<file path="src/rtl/msar_pkg.sv">
`default_nettype none

package msar_pkg;

  localparam int CHANNELS   = 8;
  localparam int MAX_BITS   = 16;
  localparam int DATA_LINES = 8;

  localparam int WORD_W     = 16;
  localparam int LONG_W     = 10;
  localparam int SHORT_W    = 8;
  localparam int BITS_W     = 5;
  localparam int BITCNT_W   = 6;
  localparam int CHAN_W     = 3;
  localparam int DATA_W     = 8;
  localparam int CFG_IDX_W  = 3;
  localparam int CFG_DATA_W = 10;
  localparam int BEAT_W     = (CHANNELS > 1) ? $clog2(CHANNELS) : 1;

  typedef enum logic [CFG_IDX_W-1:0] {
    REG_CONVERT_HIGH = 3'd0,
    REG_CONVERT_WAIT = 3'd1,
    REG_SAMPLE_DELAY = 3'd2,
    REG_CLOCK_HOLD   = 3'd3,
    REG_CLOCK_LOW    = 3'd4,
    REG_BITS         = 3'd5
  } cfg_reg_e;

  typedef struct packed {
    logic [LONG_W-1:0]  convert_high_ticks;
    logic [LONG_W-1:0]  convert_wait_ticks;
    logic [SHORT_W-1:0] sample_delay_ticks;
    logic [SHORT_W-1:0] clock_hold_ticks;
    logic [SHORT_W-1:0] clock_low_ticks;
    logic [BITS_W-1:0]  bits_per_sample;
  } cfg_t;

  typedef struct packed {
    logic                             convert_level;
    logic                             clock_level;
    logic                             busy;
    logic                             finish;
    logic [CHANNELS-1:0][WORD_W-1:0]  words;
  } rec_t;

endpackage

`default_nettype wire

</file>
<file path="src/rtl/msar_if.sv">
`default_nettype none

interface msar_in_if;
  logic                              valid;
  logic                              ready;
  logic                              start_req;
  logic [msar_pkg::DATA_W-1:0]       miso_bits;

  modport source (output valid, output start_req, output miso_bits, input ready);
  modport sink (input valid, input start_req, input miso_bits, output ready);
endinterface

interface msar_out_if;
  logic                              valid;
  logic                              ready;
  logic                              convert_level;
  logic                              clock_level;
  logic                              busy_res;
  logic                              word_valid;
  logic [msar_pkg::CHAN_W-1:0]       channel;
  logic [msar_pkg::WORD_W-1:0]       sample_value;
  logic                              last_word;

  modport source (output valid, output convert_level, output clock_level, output busy_res,
                  output word_valid, output channel, output sample_value, output last_word,
                  input ready);
  modport sink (input valid, input convert_level, input clock_level, input busy_res,
                input word_valid, input channel, input sample_value, input last_word,
                output ready);
endinterface

interface msar_cfg_if;
  logic                              valid;
  logic                              ready;
  logic [msar_pkg::CFG_IDX_W-1:0]    index;
  logic [msar_pkg::CFG_DATA_W-1:0]   data;

  modport source (output valid, output index, output data, input ready);
  modport sink (input valid, input index, input data, output ready);
endinterface

`default_nettype wire

</file>
<file path="src/rtl/msar_cfg.sv">
`default_nettype none

module msar_cfg (
  input  wire logic           clk_i,
  input  wire logic           rst_ni,
  msar_cfg_if.sink            cfg_i,
  output msar_pkg::cfg_t      cfg_o
);

  msar_pkg::cfg_t cfg_q;
  logic           wr_en;

  assign cfg_i.ready = 1'b1;
  assign wr_en       = cfg_i.valid;
  assign cfg_o       = cfg_q;

  always_ff @(posedge clk_i or negedge rst_ni) begin
    if (!rst_ni) begin
      cfg_q.convert_high_ticks <= msar_pkg::LONG_W'(150);
      cfg_q.convert_wait_ticks <= msar_pkg::LONG_W'(100);
      cfg_q.sample_delay_ticks <= msar_pkg::SHORT_W'(10);
      cfg_q.clock_hold_ticks   <= msar_pkg::SHORT_W'(10);
      cfg_q.clock_low_ticks    <= msar_pkg::SHORT_W'(35);
      cfg_q.bits_per_sample    <= msar_pkg::BITS_W'(14);
    end else if (wr_en) begin
      case (msar_pkg::cfg_reg_e'(cfg_i.index))
        msar_pkg::REG_CONVERT_HIGH: cfg_q.convert_high_ticks <= cfg_i.data;
        msar_pkg::REG_CONVERT_WAIT: cfg_q.convert_wait_ticks <= cfg_i.data;
        msar_pkg::REG_SAMPLE_DELAY:
          cfg_q.sample_delay_ticks <= cfg_i.data[msar_pkg::SHORT_W-1:0];
        msar_pkg::REG_CLOCK_HOLD:
          cfg_q.clock_hold_ticks <= cfg_i.data[msar_pkg::SHORT_W-1:0];
        msar_pkg::REG_CLOCK_LOW:
          cfg_q.clock_low_ticks <= cfg_i.data[msar_pkg::SHORT_W-1:0];
        msar_pkg::REG_BITS:
          cfg_q.bits_per_sample <= cfg_i.data[msar_pkg::BITS_W-1:0];
        default: ;
      endcase
    end
  end

endmodule

`default_nettype wire

</file>
<file path="src/rtl/msar_seq.sv">
`default_nettype none

module msar_seq (
  input  wire logic                          clk_i,
  input  wire logic                          rst_ni,
  input  wire msar_pkg::cfg_t                cfg_i,
  input  wire logic                          accept_i,
  input  wire logic                          start_req_i,
  input  wire logic [msar_pkg::DATA_W-1:0]   miso_bits_i,
  output msar_pkg::rec_t                     rec_o
);

  localparam logic [2:0] PH_IDLE  = 3'd0;
  localparam logic [2:0] PH_CNV   = 3'd1;
  localparam logic [2:0] PH_WAIT  = 3'd2;
  localparam logic [2:0] PH_SETUP = 3'd3;
  localparam logic [2:0] PH_HOLD  = 3'd4;
  localparam logic [2:0] PH_LOW   = 3'd5;

  logic [2:0]                     phase_q, phase_d, cur_ph;
  logic [msar_pkg::LONG_W-1:0]    tick_q, tick_d, cur_tick, tick_inc, phase_len;
  logic [msar_pkg::BITS_W-1:0]    bit_q, bit_d, cur_bit;
  logic [msar_pkg::WORD_W-1:0]    shift_q [msar_pkg::CHANNELS];
  logic [msar_pkg::WORD_W-1:0]    shift_d [msar_pkg::CHANNELS];
  logic [msar_pkg::CHANNELS-1:0]  miso_ext;
  logic [msar_pkg::BITCNT_W-1:0]  bit_cnt, bit_next;
  logic                           launch, capture, phase_done, bit_last, finish;

  assign launch   = (phase_q == PH_IDLE) && start_req_i;
  assign cur_ph   = launch ? PH_CNV : phase_q;
  assign cur_tick = launch ? '0 : tick_q;
  assign cur_bit  = launch ? '0 : bit_q;
  assign capture  = (cur_ph == PH_HOLD) && (cur_tick == '0);
  assign miso_ext = msar_pkg::CHANNELS'(miso_bits_i);
  assign tick_inc = cur_tick + msar_pkg::LONG_W'(1);

  always_comb begin
    for (int k = 0; k < msar_pkg::CHANNELS; k++) begin
      if (launch) begin
        shift_d[k] = '0;
      end else if (capture) begin
        shift_d[k] = {shift_q[k][msar_pkg::WORD_W-2:0], miso_ext[k]};
      end else begin
        shift_d[k] = shift_q[k];
      end
    end
  end

  always_comb begin
    case (cur_ph)
      PH_CNV: begin
        phase_len = (cfg_i.convert_high_ticks == '0) ? msar_pkg::LONG_W'(1)
                                                      : cfg_i.convert_high_ticks;
      end
      PH_WAIT:  phase_len = cfg_i.convert_wait_ticks;
      PH_SETUP: begin
        phase_len = (cfg_i.sample_delay_ticks == '0) ? msar_pkg::LONG_W'(1)
                  : msar_pkg::LONG_W'(cfg_i.sample_delay_ticks);
      end
      PH_HOLD: begin
        phase_len = (cfg_i.clock_hold_ticks == '0) ? msar_pkg::LONG_W'(1)
                  : msar_pkg::LONG_W'(cfg_i.clock_hold_ticks);
      end
      default: begin
        phase_len = (cfg_i.clock_low_ticks == '0) ? msar_pkg::LONG_W'(1)
                  : msar_pkg::LONG_W'(cfg_i.clock_low_ticks);
      end
    endcase
  end

  always_comb begin
    if (cfg_i.bits_per_sample == '0) begin
      bit_cnt = msar_pkg::BITCNT_W'(1);
    end else if (msar_pkg::BITCNT_W'(cfg_i.bits_per_sample) >
                 msar_pkg::BITCNT_W'(msar_pkg::MAX_BITS)) begin
      bit_cnt = msar_pkg::BITCNT_W'(msar_pkg::MAX_BITS);
    end else begin
      bit_cnt = msar_pkg::BITCNT_W'(cfg_i.bits_per_sample);
    end
  end

  assign phase_done = tick_inc >= phase_len;
  assign bit_next   = msar_pkg::BITCNT_W'(cur_bit) + msar_pkg::BITCNT_W'(1);
  assign bit_last   = bit_next >= bit_cnt;

  always_comb begin
    phase_d = cur_ph;
    tick_d  = tick_inc;
    bit_d   = cur_bit;
    finish  = 1'b0;
    if (cur_ph == PH_IDLE) begin
      tick_d = tick_q;
    end else if (phase_done) begin
      tick_d = '0;
      case (cur_ph)
        PH_CNV:   phase_d = (cfg_i.convert_wait_ticks != '0) ? PH_WAIT : PH_SETUP;
        PH_WAIT:  phase_d = PH_SETUP;
        PH_SETUP: phase_d = PH_HOLD;
        PH_HOLD:  phase_d = PH_LOW;
        default: begin
          if (bit_last) begin
            finish  = 1'b1;
            phase_d = PH_IDLE;
            bit_d   = '0;
          end else begin
            bit_d   = bit_next[msar_pkg::BITS_W-1:0];
            phase_d = PH_SETUP;
          end
        end
      endcase
    end
  end

  always_comb begin
    rec_o.convert_level = (cur_ph == PH_CNV);
    rec_o.clock_level   = (cur_ph == PH_SETUP) || (cur_ph == PH_HOLD);
    rec_o.busy          = (cur_ph != PH_IDLE);
    rec_o.finish        = finish;
    for (int k = 0; k < msar_pkg::CHANNELS; k++) begin
      rec_o.words[k] = shift_d[k];
    end
  end

  always_ff @(posedge clk_i or negedge rst_ni) begin
    if (!rst_ni) begin
      phase_q <= PH_IDLE;
      tick_q  <= '0;
      bit_q   <= '0;
    end else if (accept_i) begin
      phase_q <= phase_d;
      tick_q  <= tick_d;
      bit_q   <= bit_d;
    end
  end

  always_ff @(posedge clk_i) begin
    if (accept_i) begin
      for (int k = 0; k < msar_pkg::CHANNELS; k++) begin
        shift_q[k] <= shift_d[k];
      end
    end
  end

endmodule

`default_nettype wire

</file>
<file path="src/rtl/msar_outq.sv">
`default_nettype none

module msar_outq (
  input  wire logic               clk_i,
  input  wire logic               rst_ni,
  input  wire logic               push_i,
  input  wire msar_pkg::rec_t     rec_i,
  output logic                    ready_o,
  msar_out_if.source              out_o
);

  msar_pkg::rec_t               slot_q [2];
  msar_pkg::rec_t               head;
  logic                         wr_q, rd_q;
  logic [1:0]                   count_q, count_d;
  logic [msar_pkg::BEAT_W-1:0]  beat_q;
  logic                         fire, last_beat, pop;

  assign ready_o   = !count_q[1];
  assign head      = slot_q[rd_q];
  assign fire      = out_o.valid && out_o.ready;
  assign last_beat = !head.finish ||
                     (beat_q == msar_pkg::BEAT_W'(msar_pkg::CHANNELS - 1));
  assign pop       = fire && last_beat;
  assign count_d   = count_q + {1'b0, push_i} - {1'b0, pop};

  assign out_o.valid         = (count_q != 2'd0);
  assign out_o.convert_level = head.convert_level;
  assign out_o.clock_level   = head.clock_level;
  assign out_o.busy_res      = head.busy;
  assign out_o.word_valid    = head.finish;
  assign out_o.channel       = head.finish ? msar_pkg::CHAN_W'(beat_q) : '0;
  assign out_o.sample_value  = head.finish ? head.words[beat_q] : '0;
  assign out_o.last_word     = head.finish &&
                               (beat_q == msar_pkg::BEAT_W'(msar_pkg::CHANNELS - 1));

  always_ff @(posedge clk_i or negedge rst_ni) begin
    if (!rst_ni) begin
      wr_q    <= 1'b0;
      rd_q    <= 1'b0;
      count_q <= 2'd0;
      beat_q  <= '0;
    end else begin
      count_q <= count_d;
      if (push_i) begin
        wr_q <= !wr_q;
      end
      if (pop) begin
        rd_q   <= !rd_q;
        beat_q <= '0;
      end else if (fire) begin
        beat_q <= beat_q + msar_pkg::BEAT_W'(1);
      end
    end
  end

  always_ff @(posedge clk_i) begin
    if (push_i) begin
      slot_q[wr_q] <= rec_i;
    end
  end

endmodule

`default_nettype wire

</file>
<file path="src/rtl/multichannel_serial_adc_readout.sv">
`default_nettype none

// Conversion sequencer for a bank of serial ADCs that share one convert-start line and one
// serial clock, each with its own data line. Every accepted input transaction is one timing
// tick, one per clock cycle while input ready is high; sequencer state and capture shift
// registers update in the cycle of acceptance and each tick's pin levels enter a two-entry
// result queue. A tick normally yields one output transaction, the final tick of a conversion
// one per channel, kept queued until all are taken; input ready drops only while both queue
// entries are occupied. Delay registers are counted in ticks. The user must write them through
// the configuration channel while no conversion runs; the block itself does not enforce this.
module multichannel_serial_adc_readout (
  input  wire logic    clk_i,
  input  wire logic    rst_ni,
  msar_in_if.sink      in_i,
  msar_out_if.source   out_o,
  msar_cfg_if.sink     cfg_i
);

  msar_pkg::cfg_t  cfg;
  msar_pkg::rec_t  rec;
  logic            accept;
  logic            queue_ready;

  assign in_i.ready = queue_ready;
  assign accept     = in_i.valid && queue_ready;

  msar_cfg u_cfg (
    .clk_i  (clk_i),
    .rst_ni (rst_ni),
    .cfg_i  (cfg_i),
    .cfg_o  (cfg)
  );

  msar_seq u_seq (
    .clk_i       (clk_i),
    .rst_ni      (rst_ni),
    .cfg_i       (cfg),
    .accept_i    (accept),
    .start_req_i (in_i.start_req),
    .miso_bits_i (in_i.miso_bits),
    .rec_o       (rec)
  );

  msar_outq u_outq (
    .clk_i   (clk_i),
    .rst_ni  (rst_ni),
    .push_i  (accept),
    .rec_i   (rec),
    .ready_o (queue_ready),
    .out_o   (out_o)
  );

`ifndef NO_ASSERTIONS
  assert property (@(posedge clk_i) disable iff (!rst_ni)
    !in_i.ready |-> out_o.valid)
    else $error("Input stalled while the result queue is empty.");

  assert property (@(posedge clk_i) disable iff (!rst_ni)
    out_o.valid && out_o.last_word |->
      out_o.word_valid && out_o.channel == msar_pkg::CHAN_W'(msar_pkg::CHANNELS - 1))
    else $error("Last word marked on a wrong channel.");

  assert property (@(posedge clk_i) disable iff (!rst_ni)
    out_o.valid && !out_o.busy_res |->
      !out_o.convert_level && !out_o.clock_level && !out_o.word_valid)
    else $error("Pin activity or word reported while idle.");

  assert property (@(posedge clk_i) disable iff (!rst_ni)
    out_o.valid && out_o.word_valid && !out_o.ready |=>
      out_o.valid && $stable(out_o.channel) && $stable(out_o.sample_value))
    else $error("Channel word changed while stalled.");
`endif

endmodule

`default_nettype wire
</file>
<file path="src/flat_wrapper.sv">
// flat-port wrapper written by rule: the top's interface ports become plain ports
module multichannel_serial_adc_readout_flat 
  (clk_i, rst_ni, in_i_valid, in_i_start_req, in_i_miso_bits, in_i_ready, out_o_valid, out_o_convert_level, out_o_clock_level, out_o_busy_res, out_o_word_valid, out_o_channel, out_o_sample_value, out_o_last_word, out_o_ready, cfg_i_valid, cfg_i_index, cfg_i_data, cfg_i_ready);
  msar_in_if in_i_i ();
  msar_out_if out_o_i ();
  msar_cfg_if cfg_i_i ();
  input  wire logic clk_i;
  input  wire logic rst_ni;
  input wire logic [$bits(in_i_i.valid)-1:0] in_i_valid;
  input wire logic [$bits(in_i_i.start_req)-1:0] in_i_start_req;
  input wire logic [$bits(in_i_i.miso_bits)-1:0] in_i_miso_bits;
  output wire logic [$bits(in_i_i.ready)-1:0] in_i_ready;
  output wire logic [$bits(out_o_i.valid)-1:0] out_o_valid;
  output wire logic [$bits(out_o_i.convert_level)-1:0] out_o_convert_level;
  output wire logic [$bits(out_o_i.clock_level)-1:0] out_o_clock_level;
  output wire logic [$bits(out_o_i.busy_res)-1:0] out_o_busy_res;
  output wire logic [$bits(out_o_i.word_valid)-1:0] out_o_word_valid;
  output wire logic [$bits(out_o_i.channel)-1:0] out_o_channel;
  output wire logic [$bits(out_o_i.sample_value)-1:0] out_o_sample_value;
  output wire logic [$bits(out_o_i.last_word)-1:0] out_o_last_word;
  input wire logic [$bits(out_o_i.ready)-1:0] out_o_ready;
  input wire logic [$bits(cfg_i_i.valid)-1:0] cfg_i_valid;
  input wire logic [$bits(cfg_i_i.index)-1:0] cfg_i_index;
  input wire logic [$bits(cfg_i_i.data)-1:0] cfg_i_data;
  output wire logic [$bits(cfg_i_i.ready)-1:0] cfg_i_ready;
  assign in_i_i.valid = in_i_valid;
  assign in_i_i.start_req = in_i_start_req;
  assign in_i_i.miso_bits = in_i_miso_bits;
  assign in_i_ready = in_i_i.ready;
  assign out_o_valid = out_o_i.valid;
  assign out_o_convert_level = out_o_i.convert_level;
  assign out_o_clock_level = out_o_i.clock_level;
  assign out_o_busy_res = out_o_i.busy_res;
  assign out_o_word_valid = out_o_i.word_valid;
  assign out_o_channel = out_o_i.channel;
  assign out_o_sample_value = out_o_i.sample_value;
  assign out_o_last_word = out_o_i.last_word;
  assign out_o_i.ready = out_o_ready;
  assign cfg_i_i.valid = cfg_i_valid;
  assign cfg_i_i.index = cfg_i_index;
  assign cfg_i_i.data = cfg_i_data;
  assign cfg_i_ready = cfg_i_i.ready;
  multichannel_serial_adc_readout u_core (.clk_i(clk_i), .rst_ni(rst_ni), .in_i(in_i_i), .out_o(out_o_i), .cfg_i(cfg_i_i));
endmodule
</file>
<file path="config.mk">
export PLATFORM = sky130hd
export DESIGN_NAME = multichannel_serial_adc_readout_flat
export DESIGN_NICKNAME = d
export VERILOG_FILES = /design/src/rtl/msar_pkg.sv /design/src/rtl/msar_if.sv /design/src/rtl/msar_cfg.sv /design/src/rtl/msar_seq.sv /design/src/rtl/msar_outq.sv /design/src/rtl/multichannel_serial_adc_readout.sv /design/src/flat_wrapper.sv
export SDC_FILE = /design/constraint.sdc
export NUM_CORES = 1
export LEC_CHECK = 0
export CORE_ASPECT_RATIO = 1.75
export CORE_MARGIN = 10
export CORE_UTILIZATION = 50
export CTS_BUF_LIST = sky130_fd_sc_hd__clkbuf_2 sky130_fd_sc_hd__clkbuf_4 sky130_fd_sc_hd__clkbuf_8
export DETAILED_ROUTE_END_ITERATION = 7
export DONT_BUFFER_PORTS = 1
export MAX_ROUTING_LAYER = met4
export PLACE_DENSITY = 0.66
export SLEW_MARGIN = 20
export SYNTH_ARGS = -nofsm -noshare
export SYNTH_HDL_FRONTEND = slang
export SYNTH_SLANG_ARGS = --single-unit
</file>
<file path="constraint.sdc">
create_clock -name clk_i -period 7.7 [get_ports clk_i]
set_clock_uncertainty 0.1 [all_clocks]
set_input_delay 0.77 -clock clk_i [delete_from_list [all_inputs] [get_ports clk_i]]
set_output_delay 0.77 -clock clk_i [all_outputs]
set_load 0.01 [all_outputs]
</file>
==> results of run 1 <==
==> cells by family (layout without fill, tap and decap cells) <==
kind of cell    after synthesis  after routing  share of synthesized area (%)
xor+xnor                     13             13                         0.5762
flops                       466            466                          69.05
fa+ha+maj                    22             22                          1.393
simple gates                400            400                          8.731
mux                         143            143                          12.64
other cells                   1              3                        0.01898
compound gates              198            198                          5.565
buf+inv                      87            148                          2.026
==> registers in the layout (all words and copies together), names as in the netlist, 2 cells and up <==
signal / cells
u_core.u_outq.beat_q: 3
u_core.u_seq.shift_q: 128
u_core.u_seq.tick_q: 10
u_core.u_seq.phase_q: 3
u_core.u_outq.slot_q: 264
u_core.u_seq.bit_q: 5
u_core.u_outq.count_q: 2
u_core.u_cfg.cfg_o: 49
==> worst max-delay path, delay by kind of cell (launching register included) <==
| kind | cells | cell delay [ns] |
|---|---|---|
| simple gates | 1 | 0.23 |
| buf+inv | 1 | 0.74 |
| mux | 2 | 1.20 |
| flops | 1 | 0.88 |
==> worst min-delay path by stage <==
stage,startpoint,endpoint,slack [ns],cells after the start
floorplan,u_core.u_outq.wr_q,u_core.u_outq.wr_q,0.36,1
global placement,rst_ni,u_core.u_cfg.cfg_o[33],0.38,0
detailed placement,rst_ni,u_core.u_cfg.cfg_o[36],0.38,0
CTS,cfg_i_data[0],u_core.u_cfg.cfg_o[39],0.14,2
global route,cfg_i_data[4],u_core.u_cfg.cfg_o[4],0.17,1
finish,cfg_i_data[0],u_core.u_cfg.cfg_o[39],0.18,2
==> where the power goes <==
part | switching [mW] | internal, mW | leakage, nW
sequential | 0.332 | 3.64 | 4.53
clock | 0.923 | 0.975 | 0.669
combinational | 1.25 | 0.864 | 2.29
==> cell type report <==
type | count | area (um2)
fillers | 3183 | 17630
flip-flops and latches | 466 | 13650
multi-input cells | 777 | 5781
clock buffers | 84 | 1056
well taps | 490 | 613.1
clock inverters | 36 | 226.5
repair buffers | 16 | 142.6
inverters | 12 | 50.05
diodes | 2 | 5.005
==> synthesized netlist by cell type, types with 8 or more instances <==
library cell | instances | area share [%]
nor3_1 | 12 | 0.30
edfxtp_1 | 392 | 60
nor2_1 | 22 | 0.42
ha_1 | 22 | 1.4
nor4_1 | 9 | 0.28
and2_1 | 19 | 0.60
clkbuf_1 | 37 | 0.70
buf_1 | 10 | 0.19
mux2_2 | 53 | 3.0
o21ai_0 | 22 | 0.56
inv_1 | 11 | 0.21
nor2b_1 | 8 | 0.25
buf_2 | 24 | 0.61
dfstp_2 | 17 | 2.3
xor2_1 | 8 | 0.35
a21oi_1 | 139 | 3.5
dfrtp_1 | 57 | 7.2
nand2_1 | 299 | 5.7
mux2i_1 | 10 | 0.51
mux4_2 | 80 | 9.1
==> what timing repair did <==
action / 4_1_cts / 5_1_grt
endpoints found under the hold margin: 74 / 0
setup endpoints to repair: 0 / 0
hold buffers: 2 / 0
==> stage by stage <==
stage,area (um2),util [%],total power [mW],setup WS (ns),instances
after detailed placement,20190,51.56,6.186,3.179,1759
after global routing,21520,54.97,8.431,2.768,1883
after global placement,20190,51.56,6.115,3.275,1759
after CTS,21510,54.93,8.099,2.950,1881
after floorplan,19760,-,5.557,0.5506,1330
final,21520,54.97,7.990,3.115,1883
==> routing by layer <==
layer | share of wire, % | global-route usage, % | wire, um
met4 | 3.1 | 7.000 | 1302
met5 | 0 | - | 0
met2 | 56 | 32.10 | 23640
met3 | 4.7 | 3.509 | 2005
met1 | 36 | 19.79 | 15310
==> results.txt, run 1 <==
Remaining DRCs: 0
Initial Util: 50.47%
CP required: 6.83 ns
FF-to-FF setup slack: 3.18 ns
CTS tree: built
Setup crit end kind: output pin
Yosys warning count: 0
num ports: 54
type of origin of the critical path: flop
clk slew on worst S/H paths: 0.06 ns
crit path DAT: 3.71 ns
Max VDD drop: 0.0001952 V
largest net degree at the start of global routing: 94
fin crit share: 59.54%
initial drt markers: 943
#FFs+latches synth: 466
area of the die: 48,190 um2
Final Setup Violations: 0
DIE WIDTH: 170.3 um
Worst R2R Path Depth: 11
Synth Area per Inst: 14.86 um2
Avg Vias per Cell: 5.860
reg2reg end: u_core.u_seq.tick_q[7]
Final nets: 1,388
Setup TNS Final: 0 ns
outcome: finished, final reports clean
layout cell share with drive strength beyond 1: 20.27%
area growth from synthesis to layout: 8.915%
slowest CP cell: dfrtp_4
first-pass GRT wire length: 66.22 mm
register area share after synthesis: 69.05%
Syn Inst Count: 1,330
min-delay worst type: in -> reg
DIE HEIGHT: 283.0 um
Cell variety after synth: 54
Final ANT Viol Nets: 0
max_cap viols: 0
Final min period: 4.585 ns
Setup Fix Bufs, Post-CTS: 0
Slew HR: 25.37%
most common cell after layout, fill and taps aside: edfxtp_1
dominant synthesized flop cell: edfxtp_1
row count: 96
crit-path cells: buf_4 -> mux4_2 -> mux4_2 -> and2_1
most frequent cells in the layout: edfxtp_1, nand2_1, a21oi_1
asr flop ratio synth: 15.88%
Largest stage delay, worst path: 0.88 ns
number of buffers created by CTS: 66
Pwr Density: 371.2 nW/um2
vias in the first global route: 11,752
Min Hold Slack: 0.1760 ns
Max Fclk: 218.1 MHz
Detail Placement HPWL: 26.09 mm
Leak: 7.489 nW
via count: 11,035
Max Root-Sink Buffers: 3
clk sinks: 466
Slew @ Worst Pin: 1.111 ns
gpl congestion: 0.8261
post_cts resized: 0
Hold Fails Final Rpt: 0
Final Max Tran Viols: 0
initial antenna violation count: 2
Post-Route WL: 42.26 mm
gr ovfl total: 0
Post-synth EDFFs: 392
Post-Syn Area: 19,760 um2
CP Max Fanout: 37
unrepaired setup endpoints after global routing: false
Worst Setup EP: out_o_sample_value[7]
Pre-antenna DRT Iters: 5
CP startpoint: u_core.u_outq.rd_q
post-synthesis net count: 1,379
worst skew pair latency: 0.61 ns
Crit Path Category: reg -> out
root buffer selected by CTS: clkbuf_8
Core Box Area: 39,160 um2
worst r2r src: u_core.u_seq.phase_q[0]
post-DR wirelength/cell: 22.45 um
Worst path most repeated cell: mux4_2
H-tree Lvls: 3
IO Port Bufs: 0
Overall Global Routing Usage: 18.23%
No activity file was read; power rests on OpenSTA's default activity.
==> inputs of run 2 (changes only) <==
Clock period 7.7 ns to 4.5 ns, I/O delays scaled along.
==> results.txt, run 2 (synthesized netlist as in run 1, its figures left out) <==
CP Max Fanout: 11
vias in the first global route: 11,847
DR top layer: met4
IO Port Bufs: 0
gr ovfl total: 0
Max Root-Sink Buffers: 3
placed cell area: 20,400 um2
Layout Utilization: 55.64%
max_cap viols: 0
Largest stage delay, worst path: 0.57 ns
Avg Vias per Cell: 5.863
first-pass GRT wire length: 66.93 mm
initial antenna violation count: 3
type of origin of the critical path: flop
Top delay family on crit path: simple AND/OR/NAND/NOR gates
layout cell share with drive strength beyond 1: 21.10%
root buffer selected by CTS: clkbuf_8
slowest CP cell: dfrtp_1
number of buffers created by CTS: 66
num ports: 54
multi-input logic area: 5772 um2
Final Max Tran Viols: 0
post-DR wirelength/cell: 22.21 um
register area: 13,650 um2
area growth from synthesis to layout: 10.26%
most common cell after layout, fill and taps aside: edfxtp_1
Post-Route WL: 42.42 mm
Worst Path Buf+Inv: 1
largest net degree at the start of global routing: 129
Setup crit end kind: flop
crit path DAT: 4.47 ns
crit-path cells: nor2_1 -> nand3_1 -> nand2_1 -> inv_1 -> ha_1 -> nand3_1 -> or3_1 -> a21oi_1 -> ha_1 -> nand2_1 -> nor2_1 -> a211oi_1 -> nand2_1 -> or4_1 -> mux2i_1
final non-filler cell area: 21,790 um2
DIE HEIGHT: 283.0 um
Slew HR: 27.57%
clk sinks: 466
Fillers: 3,184
Max Fclk: 247.7 MHz
most frequent cells in the layout: edfxtp_1, nand2_1, a21oi_1
Crit Path Category: reg -> reg
area of the die: 48,190 um2
largest register by flop count: u_core.u_outq.slot_q
Initial Util: 50.47%
Core Box Area: 39,160 um2
Pre-antenna DRT Iters: 5
Detail Placement HPWL: 26.86 mm
Slew @ Worst Pin: 1.071 ns
Final min period: 4.037 ns
unrepaired setup endpoints after global routing: false
Largest register FFs: 264
clk slew on worst S/H paths: 0.07 ns
Setup TNS Final: 0 ns
row count: 96
worst skew pair latency: 0.61 ns
initial drt markers: 729
Pwr Density: 629.0 nW/um2
outcome: finished, final reports clean
fin crit share: 89.70%
cell total after placement: 1,775
Final Setup Violations: 0
Worst path most repeated cell: nand2_1
M1 WL: 16.11 mm
DIE WIDTH: 170.3 um
met2 WL: 23.11 mm
CP required: 4.94 ns
met3 WL post-DR: 2.028 mm
gpl congestion: 0.8553
CTS tree: built
Final nets: 1,415
Max VDD drop: 0.0003386 V
Final Non-Filler Cells: 1,910
Min Hold Slack: 0.03985 ns
min-delay worst type: in -> reg
Leak: 7.616 nW
H-tree Lvls: 3
Final ANT Viol Nets: 0
Overall Global Routing Usage: 18.29%
Hold Fails Final Rpt: 0
via count: 11,198
Remaining DRCs: 0
-- run 2: cell type report --
type	instances	area share (%)
Clock inverter	33	0.7580
Timing Repair Buffer	43	2.113
Clock buffer	86	4.916
Inverter	12	0.2297
Antenna cell	3	0.03446
Tap cell	490	2.814
Multi-Input combinational cell	777	26.49
Sequential cell	466	62.64
-- run 2: repair_timing --
item | in CTS | in global routing
endpoints found under the hold margin | 126 | 0
resized for setup | 0 | 0
buffers inserted | 0 | 0
hold buffers | 13 | 0
-- run 2: per-layer routing --
layer | track usage [%] | vias to the layer above
met5 | - | -
met4 | 6.736 | 0
met3 | 3.398 | 79
met2 | 31.73 | 297
met1 | 20.51 | 5729
li1 | - | 5093
-- run 2: stage by stage --
stage / total power [mW] / setup WS, ns
2_1_floorplan: 9.436 / 0.2762
3_3_place_gp: 10.58 / 0.6106
3_5_place_dp: 10.70 / 0.5143
4_1_cts: 13.89 / 0.5030
5_1_grt: 14.47 / 0.09261
6_report: 13.70 / 0.4634
-- run 2: path summary, 6_finish.rpt --
kind	startpoint	end	slack, ns	cells after the start
max in group asynchronous	rst_ni	u_core.u_cfg.cfg_o[2]	3.66	2
min in group asynchronous	rst_ni	u_core.u_cfg.cfg_o[48]	0.28	2
max reg2reg	u_core.u_seq.phase_q[1]	u_core.u_seq.tick_q[5]	0.46	15
max	u_core.u_seq.phase_q[1]	u_core.u_seq.tick_q[5]	0.46	15
min reg2reg	u_core.u_cfg.cfg_o[13]	u_core.u_cfg.cfg_o[13]	0.41	1
min	in_i_miso_bits[7]	u_core.u_seq.shift_q[1][48]	0.04	2
-- run 2: power by group --
group	internal, mW	switching, mW	leakage [nW]
sequential	6.22	0.511	4.53
combinational	1.58	2.25	2.44
clock	1.57	1.57	0.649
